[src/rtl/core/nps_pkg.sv]
// Types, constants and control store for the next-prime search block.
package nps_pkg;

  // Reset value of the search limit register
  localparam logic [30:0] LIMIT_RESET = 31'd2000000000;

  // Condition codes tested by the sequencer
  typedef enum logic [3:0] {
    C_NEVER,
    C_ALWAYS,
    C_IN_VALID,
    C_OUT_FREE,
    C_DIV_BUSY,
    C_LT2,
    C_SQ_GT,
    C_REM_ZERO,
    C_MODE_CAND,
    C_RES_PRIME,
    C_CAND_GE_LIM
  } cond_e;

  // Datapath operations
  typedef enum logic [3:0] {
    OP_NOP,
    OP_LOAD,
    OP_INIT_D,
    OP_CLR_REM,
    OP_DIV_STEP,
    OP_NEXT_D,
    OP_SET_PRIME,
    OP_SET_COMP,
    OP_SAVE_VAL,
    OP_CAND_INC,
    OP_LOAD_N,
    OP_EMIT_MISS,
    OP_EMIT_HIT
  } op_e;

  localparam int UpcBits = 4;
  typedef logic [UpcBits-1:0] upc_t;

  // Step addresses
  localparam upc_t UPC_IDLE      = 4'd0;
  localparam upc_t UPC_TEST      = 4'd1;
  localparam upc_t UPC_CHKSQ     = 4'd2;
  localparam upc_t UPC_DIV       = 4'd3;
  localparam upc_t UPC_REMCHK    = 4'd4;
  localparam upc_t UPC_NEXTD     = 4'd5;
  localparam upc_t UPC_PRIME     = 4'd6;
  localparam upc_t UPC_COMP      = 4'd7;
  localparam upc_t UPC_RET       = 4'd8;
  localparam upc_t UPC_VALDONE   = 4'd9;
  localparam upc_t UPC_CANDRES   = 4'd10;
  localparam upc_t UPC_NEXT      = 4'd11;
  localparam upc_t UPC_LOADN     = 4'd12;
  localparam upc_t UPC_DONE_MISS = 4'd13;
  localparam upc_t UPC_DONE_HIT  = 4'd14;

  // One control word: hold until wait_c, run op, then jump to target if br_c else fall through
  typedef struct packed {
    cond_e wait_c;
    op_e   op;
    cond_e br_c;
    upc_t  target;
  } uword_t;

  function automatic uword_t ucode(input upc_t pc);
    uword_t w;
    case (pc)
      UPC_IDLE:      w = '{C_IN_VALID, OP_LOAD,      C_NEVER,       UPC_IDLE};
      UPC_TEST:      w = '{C_ALWAYS,   OP_INIT_D,    C_LT2,         UPC_COMP};
      UPC_CHKSQ:     w = '{C_ALWAYS,   OP_CLR_REM,   C_SQ_GT,       UPC_PRIME};
      UPC_DIV:       w = '{C_ALWAYS,   OP_DIV_STEP,  C_DIV_BUSY,    UPC_DIV};
      UPC_REMCHK:    w = '{C_ALWAYS,   OP_NOP,       C_REM_ZERO,    UPC_COMP};
      UPC_NEXTD:     w = '{C_ALWAYS,   OP_NEXT_D,    C_ALWAYS,      UPC_CHKSQ};
      UPC_PRIME:     w = '{C_ALWAYS,   OP_SET_PRIME, C_ALWAYS,      UPC_RET};
      UPC_COMP:      w = '{C_ALWAYS,   OP_SET_COMP,  C_NEVER,       UPC_RET};
      UPC_RET:       w = '{C_ALWAYS,   OP_NOP,       C_MODE_CAND,   UPC_CANDRES};
      UPC_VALDONE:   w = '{C_ALWAYS,   OP_SAVE_VAL,  C_ALWAYS,      UPC_NEXT};
      UPC_CANDRES:   w = '{C_ALWAYS,   OP_CAND_INC,  C_RES_PRIME,   UPC_DONE_HIT};
      UPC_NEXT:      w = '{C_ALWAYS,   OP_NOP,       C_CAND_GE_LIM, UPC_DONE_MISS};
      UPC_LOADN:     w = '{C_ALWAYS,   OP_LOAD_N,    C_ALWAYS,      UPC_TEST};
      UPC_DONE_MISS: w = '{C_OUT_FREE, OP_EMIT_MISS, C_ALWAYS,      UPC_IDLE};
      UPC_DONE_HIT:  w = '{C_OUT_FREE, OP_EMIT_HIT,  C_ALWAYS,      UPC_IDLE};
      default:       w = '{C_ALWAYS,   OP_NOP,       C_ALWAYS,      UPC_IDLE};
    endcase
    return w;
  endfunction

endpackage

[src/rtl/core/next_prime_search_top.sv]
// Next-prime search: primality test and upward prime search by trial division.
// Each tested number n is tried against up to floor(sqrt(n))-1 trial divisors; a
//   transaction tests the value and then each candidate in turn.
// Throughput: one transaction at a time; the 1-bit-per-cycle remainder unit sets the pace.
// Reset: sequencer to idle, output empty, search limit to 2000000000 (masked to width).
module next_prime_search_top #(
  parameter int VALUE_BITS = 31,
  localparam int LimBits = (VALUE_BITS < 31) ? VALUE_BITS : 31
) (
  input  logic                  clk_i,
  input  logic                  rst_ni,
  // configuration
  input  logic                  search_limit_we_i,
  input  logic [LimBits-1:0]    search_limit_i,
  // input transaction
  input  logic                  in_valid_i,
  output logic                  in_ready_o,
  input  logic [VALUE_BITS-1:0] value_i,
  // output transaction
  output logic                  out_valid_o,
  input  logic                  out_ready_i,
  output logic                  value_is_prime_o,
  output logic [VALUE_BITS-1:0] next_prime_o,
  output logic                  not_found_o
);

  // Candidate may reach 2^VALUE_BITS, trial divisor stays near sqrt, square one bit over
  localparam int CandBits = VALUE_BITS + 1;
  localparam int DBits    = (VALUE_BITS + 1) / 2 + 1;
  localparam int SqBits   = VALUE_BITS + 2;
  localparam int CntBits  = $clog2(VALUE_BITS);

  // ---------------------------------------------------------------------------
  // Registers
  // ---------------------------------------------------------------------------
  nps_pkg::upc_t         pc_q, pc_d;
  logic [LimBits-1:0]    limit_q;
  logic                  out_valid_q, out_valid_d;

  logic [VALUE_BITS-1:0] val_q, val_d;       // value of the transaction
  logic [VALUE_BITS-1:0] n_q, n_d;           // number under test
  logic [CandBits-1:0]   cand_q, cand_d;     // next search candidate
  logic                  mode_q, mode_d;     // 0: testing the value, 1: a candidate
  logic [DBits-1:0]      d_q, d_d;           // trial divisor
  logic [SqBits-1:0]     sq_q, sq_d;         // d squared
  logic [DBits-1:0]      rem_q, rem_d;       // partial remainder
  logic [VALUE_BITS-1:0] shreg_q, shreg_d;   // dividend bits still to shift in
  logic [CntBits-1:0]    cnt_q, cnt_d;
  logic                  res_q, res_d;       // outcome of the last test
  logic                  isprime_q, isprime_d;

  logic                  o_prime_q, o_prime_d;
  logic [VALUE_BITS-1:0] o_next_q, o_next_d;
  logic                  o_nf_q, o_nf_d;

  // ---------------------------------------------------------------------------
  // Sequencer
  // ---------------------------------------------------------------------------
  nps_pkg::uword_t uw;
  logic [15:0]     cond_vec;
  logic            out_free;
  logic            go;
  logic            br_take;

  assign uw       = nps_pkg::ucode(pc_q);
  assign out_free = !out_valid_q || out_ready_i;

  always_comb begin
    cond_vec                          = '0;
    cond_vec[nps_pkg::C_NEVER]        = 1'b0;
    cond_vec[nps_pkg::C_ALWAYS]       = 1'b1;
    cond_vec[nps_pkg::C_IN_VALID]     = in_valid_i;
    cond_vec[nps_pkg::C_OUT_FREE]     = out_free;
    cond_vec[nps_pkg::C_DIV_BUSY]     = (cnt_q != CntBits'(VALUE_BITS - 1));
    cond_vec[nps_pkg::C_LT2]          = (n_q < VALUE_BITS'(2));
    cond_vec[nps_pkg::C_SQ_GT]        = (sq_q > SqBits'(n_q));
    cond_vec[nps_pkg::C_REM_ZERO]     = (rem_q == '0);
    cond_vec[nps_pkg::C_MODE_CAND]    = mode_q;
    cond_vec[nps_pkg::C_RES_PRIME]    = res_q;
    cond_vec[nps_pkg::C_CAND_GE_LIM]  = (cand_q >= CandBits'(limit_q));
  end

  assign go      = cond_vec[uw.wait_c];
  assign br_take = cond_vec[uw.br_c];

  always_comb begin
    if (!go) begin
      pc_d = pc_q;
    end else if (br_take) begin
      pc_d = uw.target;
    end else begin
      pc_d = pc_q + nps_pkg::upc_t'(1);
    end
  end

  // ---------------------------------------------------------------------------
  // Datapath
  // ---------------------------------------------------------------------------
  logic [DBits:0] trial;
  logic [DBits:0] diff;

  // restoring remainder step, one dividend bit per cycle
  assign trial = {rem_q, shreg_q[VALUE_BITS-1]};
  assign diff  = trial - {1'b0, d_q};

  always_comb begin
    val_d       = val_q;
    n_d         = n_q;
    cand_d      = cand_q;
    mode_d      = mode_q;
    d_d         = d_q;
    sq_d        = sq_q;
    rem_d       = rem_q;
    shreg_d     = shreg_q;
    cnt_d       = cnt_q;
    res_d       = res_q;
    isprime_d   = isprime_q;
    o_prime_d   = o_prime_q;
    o_next_d    = o_next_q;
    o_nf_d      = o_nf_q;
    out_valid_d = out_valid_q && !out_ready_i;
    if (go) begin
      case (uw.op)
        nps_pkg::OP_LOAD: begin
          val_d  = value_i;
          n_d    = value_i;
          mode_d = 1'b0;
        end
        nps_pkg::OP_INIT_D: begin
          d_d  = DBits'(2);
          sq_d = SqBits'(4);
        end
        nps_pkg::OP_CLR_REM: begin
          rem_d   = '0;
          shreg_d = n_q;
          cnt_d   = '0;
        end
        nps_pkg::OP_DIV_STEP: begin
          rem_d   = diff[DBits] ? trial[DBits-1:0] : diff[DBits-1:0];
          shreg_d = {shreg_q[VALUE_BITS-2:0], 1'b0};
          cnt_d   = cnt_q + CntBits'(1);
        end
        nps_pkg::OP_NEXT_D: begin
          // (d+1)^2 = d^2 + 2d + 1
          sq_d = sq_q + SqBits'({d_q, 1'b1});
          d_d  = d_q + DBits'(1);
        end
        nps_pkg::OP_SET_PRIME: res_d = 1'b1;
        nps_pkg::OP_SET_COMP:  res_d = 1'b0;
        nps_pkg::OP_SAVE_VAL: begin
          isprime_d = res_q;
          cand_d    = CandBits'(val_q) + CandBits'(1);
          mode_d    = 1'b1;
        end
        nps_pkg::OP_CAND_INC: cand_d = cand_q + CandBits'(1);
        nps_pkg::OP_LOAD_N:   n_d    = cand_q[VALUE_BITS-1:0];
        nps_pkg::OP_EMIT_MISS: begin
          o_prime_d   = isprime_q;
          o_next_d    = '0;
          o_nf_d      = 1'b1;
          out_valid_d = 1'b1;
        end
        nps_pkg::OP_EMIT_HIT: begin
          o_prime_d   = isprime_q;
          o_next_d    = n_q;
          o_nf_d      = 1'b0;
          out_valid_d = 1'b1;
        end
        default: ;
      endcase
    end
  end

  always_ff @(posedge clk_i or negedge rst_ni) begin
    if (!rst_ni) begin
      pc_q        <= nps_pkg::UPC_IDLE;
      out_valid_q <= 1'b0;
      limit_q     <= LimBits'(nps_pkg::LIMIT_RESET);
    end else begin
      pc_q        <= pc_d;
      out_valid_q <= out_valid_d;
      if (search_limit_we_i) begin
        limit_q <= search_limit_i;
      end
    end
  end

  always_ff @(posedge clk_i) begin
    val_q     <= val_d;
    n_q       <= n_d;
    cand_q    <= cand_d;
    mode_q    <= mode_d;
    d_q       <= d_d;
    sq_q      <= sq_d;
    rem_q     <= rem_d;
    shreg_q   <= shreg_d;
    cnt_q     <= cnt_d;
    res_q     <= res_d;
    isprime_q <= isprime_d;
    o_prime_q <= o_prime_d;
    o_next_q  <= o_next_d;
    o_nf_q    <= o_nf_d;
  end

  assign in_ready_o       = (pc_q == nps_pkg::UPC_IDLE);
  assign out_valid_o      = out_valid_q;
  assign value_is_prime_o = o_prime_q;
  assign next_prime_o     = o_next_q;
  assign not_found_o      = o_nf_q;

  // ---------------------------------------------------------------------------
  // Assertions
  // ---------------------------------------------------------------------------
  a_nf_zero: assert property (@(posedge clk_i) disable iff (!rst_ni)
    out_valid_o && not_found_o |-> next_prime_o == '0)
    else $error("not_found with non-zero next_prime");

  a_hit_ge2: assert property (@(posedge clk_i) disable iff (!rst_ni)
    out_valid_o && !not_found_o |-> next_prime_o >= VALUE_BITS'(2))
    else $error("reported prime below two");

  a_rem_lt_d: assert property (@(posedge clk_i) disable iff (!rst_ni)
    pc_q == nps_pkg::UPC_DIV |-> (rem_q < d_q) && (d_q >= DBits'(2)))
    else $error("partial remainder out of range");

  a_accept_test: assert property (@(posedge clk_i) disable iff (!rst_ni)
    in_valid_i && in_ready_o |=> pc_q == nps_pkg::UPC_TEST)
    else $error("accepted transaction did not start a test");

endmodule
[config.mk]
export PLATFORM = sky130hd
export DESIGN_NAME = next_prime_search_top
export DESIGN_NICKNAME = d
export VERILOG_FILES = /design/src/rtl/core/nps_pkg.sv /design/src/rtl/core/next_prime_search_top.sv
export SDC_FILE = /design/constraint.sdc
export NUM_CORES = 1
export LEC_CHECK = 0
export ABC_AREA = 1
export BUFFER_PORTS_ARGS = -buffer_cell sky130_fd_sc_hd__buf_2
export CAP_MARGIN = 25
export CELL_PAD_IN_SITES_DETAIL_PLACEMENT = 1
export CELL_PAD_IN_SITES_GLOBAL_PLACEMENT = 2
export CORE_ASPECT_RATIO = 1.1
export CORE_MARGIN = 2
export CORE_UTILIZATION = 35
export CTS_CLUSTER_SIZE = 16
export DETAILED_ROUTE_END_ITERATION = 10
export PLACE_DENSITY_LB_ADDON = 0.1
export SLEW_MARGIN = 15
export SYNTH_ARGS = -nofsm -noshare
export SYNTH_HDL_FRONTEND = slang
export SYNTH_SLANG_ARGS = --single-unit
[constraint.sdc]
create_clock -name clk_i -period 5.1 [get_ports clk_i]
set_clock_uncertainty 0.15 [all_clocks]
set_input_delay 0.255 -clock clk_i [delete_from_list [all_inputs] [get_ports clk_i]]
set_output_delay 0.255 -clock clk_i [all_outputs]
set_load 0.01 [all_outputs]
# After elaboration in Yosys (flattened, before gate mapping)
# Memories as Yosys holds them, arrays and structs flattened.
# Cells that the tools add are included.
totals:
  ff_bits: 269
  latch_bits: 0
  mem_bits_rw: 0
  rom_bits: 224
  word_cells: 86
  mem_count: 1
mem_list:
  columns: ["name", "depth", "word_bits", "read_ports", "rd_ports_with_merged_regs", "wr", "line", "rtl"]
  rows:
  - ["(name not given)", 16, 14, 1, 0, 0, "nps_pkg.sv:69", "case (pc)"]
classes:
  addsub: 7
  mul: 0
  div_mod_pow: 0
  magnitude_cmp: 5
  n_eq_ne: 13
  shift: 0
  mux: 19
  bitwise: 0
  reduce_logical: 24
op_table:
  columns: ["cell", "count"]
  rows:
  - ["$pmux W31 S2", 3]
  - ["$pmux W17 S2", 2]
  - ["$pmux W33 S2", 1]
  - ["$pmux W32 S2", 1]
  - ["$add A33 B18 Y33", 1]
  - ["$gt A33 B31 Y1", 1]
  - ["$add A31 B1 Y32 const B", 1]
  - ["$add A32 B1 Y32 const B", 1]
  - ["$ge A32 B31 Y1", 1]
  - ["$lt A31 B2 Y1 const B", 1]
  - ["$eq A4 B4 Y1 const B", 5]
  - ["$reduce_and A2 Y1", 10]
  - ["$sub A18 B17 Y18", 1]
  - ["$add A17 B1 Y17 const B", 1]
  - ["$logic_not A17 Y1", 1]
  - ["$mux W17", 1]
  - ["$eq A4 B3 Y1 const B", 4]
  - ["$reduce_bool A2 Y1", 7]
  - ["$lt A4 B5 Y1 const B", 2]
  - ["$pmux W5 S2", 1]
  - ["$bmux W1 S4", 2]
  - ["$eq A4 B2 Y1 const B", 2]
  - ["$pmux W1 S2", 3]
  - ["$add A5 B1 Y5 const B", 1]
  - ["other kinds (10)", 14]

# Longest topological paths before layout
logic_depth:
  ltp_word: 5
  depth_mapped: 22
  depth_no_buf: 22

# Least setup slack after synthesis
# Ideal clock, no wire load.
synth_timing:
  kind: "register to register"
  startpoint: "reg pc_q[0]"
  endpoint: "reg cnt_q[0] (enable)"
  setup_time_ns: 0.481
  arrival_ns: 4.614
  required_ns: 4.469
  path_slack_ns: -0.145
  path_stages_with_launch: 12
  path_buffers: 1
  path_cell_list: "dfrtp_1 -> inv_1 -> ha_1 -> or2_4 -> nand3_2 -> o21ai_2 -> nor2_1 -> inv_2 -> nor2_1 -> buf_2 -> inv_1 -> a21oi_1"
synth_via:
  elab_chain_cells: 4
  elab_cells_between_ends: 7
  cone_classes: "eq/ne: 2; mux: 2; reduce/logical: 2; memory: 1"
synth_rtl:
  columns: ["item", "line", "rtl"]
  rows:
  - ["start, declared", "next_prime_search_top.sv:36", "nps_pkg::upc_t pc_q, pc_d;"]
  - ["start signal, assigned", "next_prime_search_top.sv:176", "pc_q <= nps_pkg::UPC_IDLE;"]
  - ["start signal, assigned", "next_prime_search_top.sv:180", "pc_q <= pc_d;"]
  - ["$mem_v2 Z16 W14 (*)", null, null]
  - ["$bmux W1 S4, or another cell as far along", "next_prime_search_top.sv:83", "assign go = cond_vec[uw.wait_c];"]
  - ["$mux W1 (not written as such) / $reduce_bool A2 Y1 (equally long branches)", null, null]
  - ["$reduce_and A2 Y1 (no source line) (*)", null, null]
  - ["end signal, assigned", "next_prime_search_top.sv:197", "cnt_q <= cnt_d;"]
  - ["end, declared", "next_prime_search_top.sv:48", "logic [CntBits-1:0] cnt_q, cnt_d;"]
# Every way passes the cells marked *; elsewhere a longest branch is shown, timed or not. The select of a mux whose other input is x is not followed.
# A chain may end at the register's enable or synchronous reset.

# Worst setup path after layout
layout_timing:
  startpoint: "reg pc_q[0]"
  endpoint: "reg cand_q[24] (data pin)"
layout_via:
  elab_chain_cells: 3
  elab_cells_between_ends: 4
  cone_classes: "eq/ne: 2; mux: 1; memory: 1"
layout_rtl:
  columns: ["item", "line", "rtl"]
  rows:
  - ["$mem_v2 Z16 W14 (*)", null, null]
  - ["$eq A4 B4 Y1", "next_prime_search_top.sv:123", "case (uw.op)"]
  - ["$pmux W32 S2 (*)", "next_prime_search_top.sv:123", null]
  - ["end signal, assigned", "next_prime_search_top.sv:191", "cand_q <= cand_d;"]
  - ["end, declared", "next_prime_search_top.sv:42", "logic [CandBits-1:0] cand_q, cand_d;"]
# Every way passes the cells marked *; elsewhere a longest branch is shown, timed or not.

==> qor.yml <==
routing:
  vias_per_cell: 4.88
  drtIter0Drc: 391
  wl_met2_um: 22600
  post-route-drc-count: 0
  drt-pass1-iter-count: 4
  antenna_left: 0
  met1_length_um: 20400
  routed_wl_um: 45400
  vias: 12400
  top_layer_used: "met4"
  met3_length_um: 1060
  wl_per_cell_um: 17.8
yosys:
  synthFlopType: "edfxtp_1"
  synth_nets: 1934
  ys_seq_area_share_pct: 49.7
  synth_edf_count: 233
  synth.distinct_cells: 53
  postSynthAreaPerCell_um2: 9.06
  synth_async_sr_flop_share_pct: 13.4
  syn-instance-count: 1759
  ys.warnings.count: 0
  synthTopCellsByArea: "edfxtp_1 (44%), nand2_1 (8.7%), ha_1 (8.3%), inv_1 (5.5%), o21ai_0 (4.7%)"
  synthesis.area_um2: 15900
  ys_ff_latch: 269
  yosysTopAreaCellShare_pct: 43.9
  synth_area_leader_cell: "edfxtp_1"
global_routing:
  grt_pass1_vias: 13100
  track_usage_pct: 19.4
  grt_pass1_wl_um: 72300
  overflow: 0
  grt_max_degree: 78
  antenna_found_initial: 0
finish:
  drive_gt1_share_pct: 15.5
  fin_nets: 2110
  fillers: 5190
  final_core_util_pct: 42.0
  n_antenna_cell: 0
  area_delta_synth_final_pct: 19.2
  mostFrequentLayoutCells: "nand2_1 (371), inv_1 (235), edfxtp_1 (233)"
  final_area_um2: 19000
  ff_latch_area_um2: 7910
  final_cells: 2549
  multiInputGateArea_um2: 6930
  final_common_cell: "nand2_1"
floorplan:
  start_util_pct: 35.2
  num_io_pins: 102
  fp.dieH_um: 228
  die-area_um2: 47300
  std_cell_rows: 82
  die-width_um: 207
  core-area_um2: 45200
sta:
  holdWs_ns: 0.132
  finalSetupViolCount: 0
  rsz0062_at_grt: "no"
  hold_viol: 0
  setup_tns_ns: 0
  min_period_ns: 4.12
  max_freq_mhz: 243
  worst_pin_slew_ns: 0.933
  drv_slew: 0
  setup_slack_ns: 0.983
  min_period_over_period_pct: 80.7
  max-slew-margin-rel_pct: 37.1
critical_path:
  r2r_setup_slack_ns: 0.98
  crit_arrival_ns: 4.26
  rr_worst_depth: 17
  crit_required_ns: 5.24
  start_kind: "register"
  endpoint_kind: "register"
  critical_path_class: "reg2reg"
  critPathLaunch: "pc_q[0]$_DFFE_PN0P_"
  reg2reg_to: "cand_q[24]$_DFFE_PP_"
  rr_startpoint: "pc_q[0]$_DFFE_PN0P_"
  path_max_fanout: 53
clock_tree:
  htreeDepth: 2
  cts_tree: "yes"
  clk_latency_ns: 0.54
  path_clk_slew_ns: 0.06
  root_buffer: "clkbuf_16"
  cts_buffers: 35
  clockBufferDepth: 3
  numClockSinks: 269
flow_run:
  cap_violations: 0
min_path:
  holdCritStartpoint: "in_valid_i"
  hp-class: "in2reg"
  hold_depth: 5
  holdPathEnd: "pc_q[0]$_DFFE_PN0P_"
power_and_ir_drop:
  switchingPower_mw: 5.87
  p_comb_share_pct: 47.2
  p_leak_nw: 8.09
  seqPwrFrac_pct: 33.3
  switching_share_pct: 44.2
  power_frac_clock_pct: 19.5
  power.internal_mw: 7.40
  finalPower_mw: 13.3
  power_density_nw_per_um2: 698
  vdd_ir_drop_max_v: 0.000327
status:
  status: "finished, final reports clean"
place:
  place_area_um2: 17100
  dp_cells: 2419
  gp_congestion: 0.869
  dp_slack_ns: 0.974
  port_buffers: 101
  place_hpwl_um: 34600
[repair_timing]
action,CTS,global route
hold endpoints to repair,119,0
buffers inserted,0,0
hold buffers,64,0
gates resized for setup,0,0
[flip-flops by register name, summed over array words and instances, names as in the netlist, 4 cells and up]
register,flops
sq_q,33
cand_q,32
limit_q,31
n_q,31
next_prime_o,31
shreg_q,31
val_q,31
d_q,17
rem_q,17
cnt_q,5
pc_q,4
[cells by family (layout without fill, tap and decap cells)]
kind of cell | count (synthesis) | after routing | share of synthesized area, %
compound gates | 322 | 322 | 11.4
xor+xnor | 42 | 42 | 2.31
fa+ha+maj | 108 | 108 | 8.57
buf+inv | 291 | 493 | 7.27
flops | 269 | 269 | 49.7
mux | 19 | 19 | 1.34
simple gates | 708 | 708 | 19.5
[cells in the mapped netlist (all sizes together) (4+ instances only)]
| cell type | number |
|---|---|
| buf | 11 |
| nand3b | 4 |
| nand2 | 385 |
| nand4 | 21 |
| ha | 106 |
| inv | 253 |
| mux2 | 19 |
| xor2 | 31 |
| nand3 | 65 |
| nor2 | 190 |
| a31oi | 9 |
| nor3 | 25 |
| and2 | 5 |
| nor4 | 4 |
| o21ai | 182 |
| o21a | 8 |
| o211ai | 4 |
| dfrtp | 23 |
| or2 | 5 |
| a21oi | 104 |
| xnor2 | 11 |
| clkbuf | 27 |
| dfstp | 13 |
| edfxtp | 233 |
[per-layer routing]
| layer | vias to the layer above | global-route usage (%) |
|---|---|---|
| met2 | 137 | 34.5 |
| met5 | - | 0 |
| met4 | 0 | 6.63 |
| met1 | 5971 | 24.1 |
| li1 | 6256 | - |
| met3 | 64 | 2.88 |
[worst max-delay path, cell delays in order, from the launching register on]
cell     delay, ns
dfrtp_1       0.45
inv_1         0.13
ha_1          0.35
or2_4         0.28
nand2_2       0.07
a21oi_2       0.06
nand2_2       0.13
inv_2         0.06
nand2_2       0.31
buf_4         0.61
nand2_1       0.20
o21ai_4       0.16
nand2_1       0.08
nor3_1        0.26
and2_1        0.22
nand3_1       0.16
nand2_1       0.10
nand2_1       0.06
[cell type report]
| cell class | count | area share, % |
|---|---|---|
| Sequential cell | 269 | 41.6 |
| Multi-Input combinational cell | 1199 | 36.5 |
| Timing Repair Buffer | 177 | 6.78 |
| Clock buffer | 49 | 5.16 |
| Inverter | 253 | 5.02 |
| Tap cell | 588 | 3.87 |
| Clock inverter | 14 | 1.06 |
[power groups by stage]
stage	clock network, mW	logic (mW)	registers [mW]
finish	2.59	6.27	4.42
global route	2.75	7.22	4.53
CTS	2.68	6.31	4.44
detailed placement	0	6.23	4.47
global placement	0	6.14	4.45
floorplan	0	4.51	4.27
[how the worst max path moves through the flow]
stage	cells after the start	endpoint	slack, ns
floorplan	9	d_q[0]$_SDFFCE_PP0P_	0.20
global placement	17	cand_q[24]$_DFFE_PP_	1.10
detailed placement	17	cand_q[24]$_DFFE_PP_	0.97
CTS	17	cand_q[24]$_DFFE_PP_	0.97
global route	17	cand_q[24]$_DFFE_PP_	0.64
finish	17	cand_q[24]$_DFFE_PP_	0.98
No activity file was read; power rests on OpenSTA's default activity.
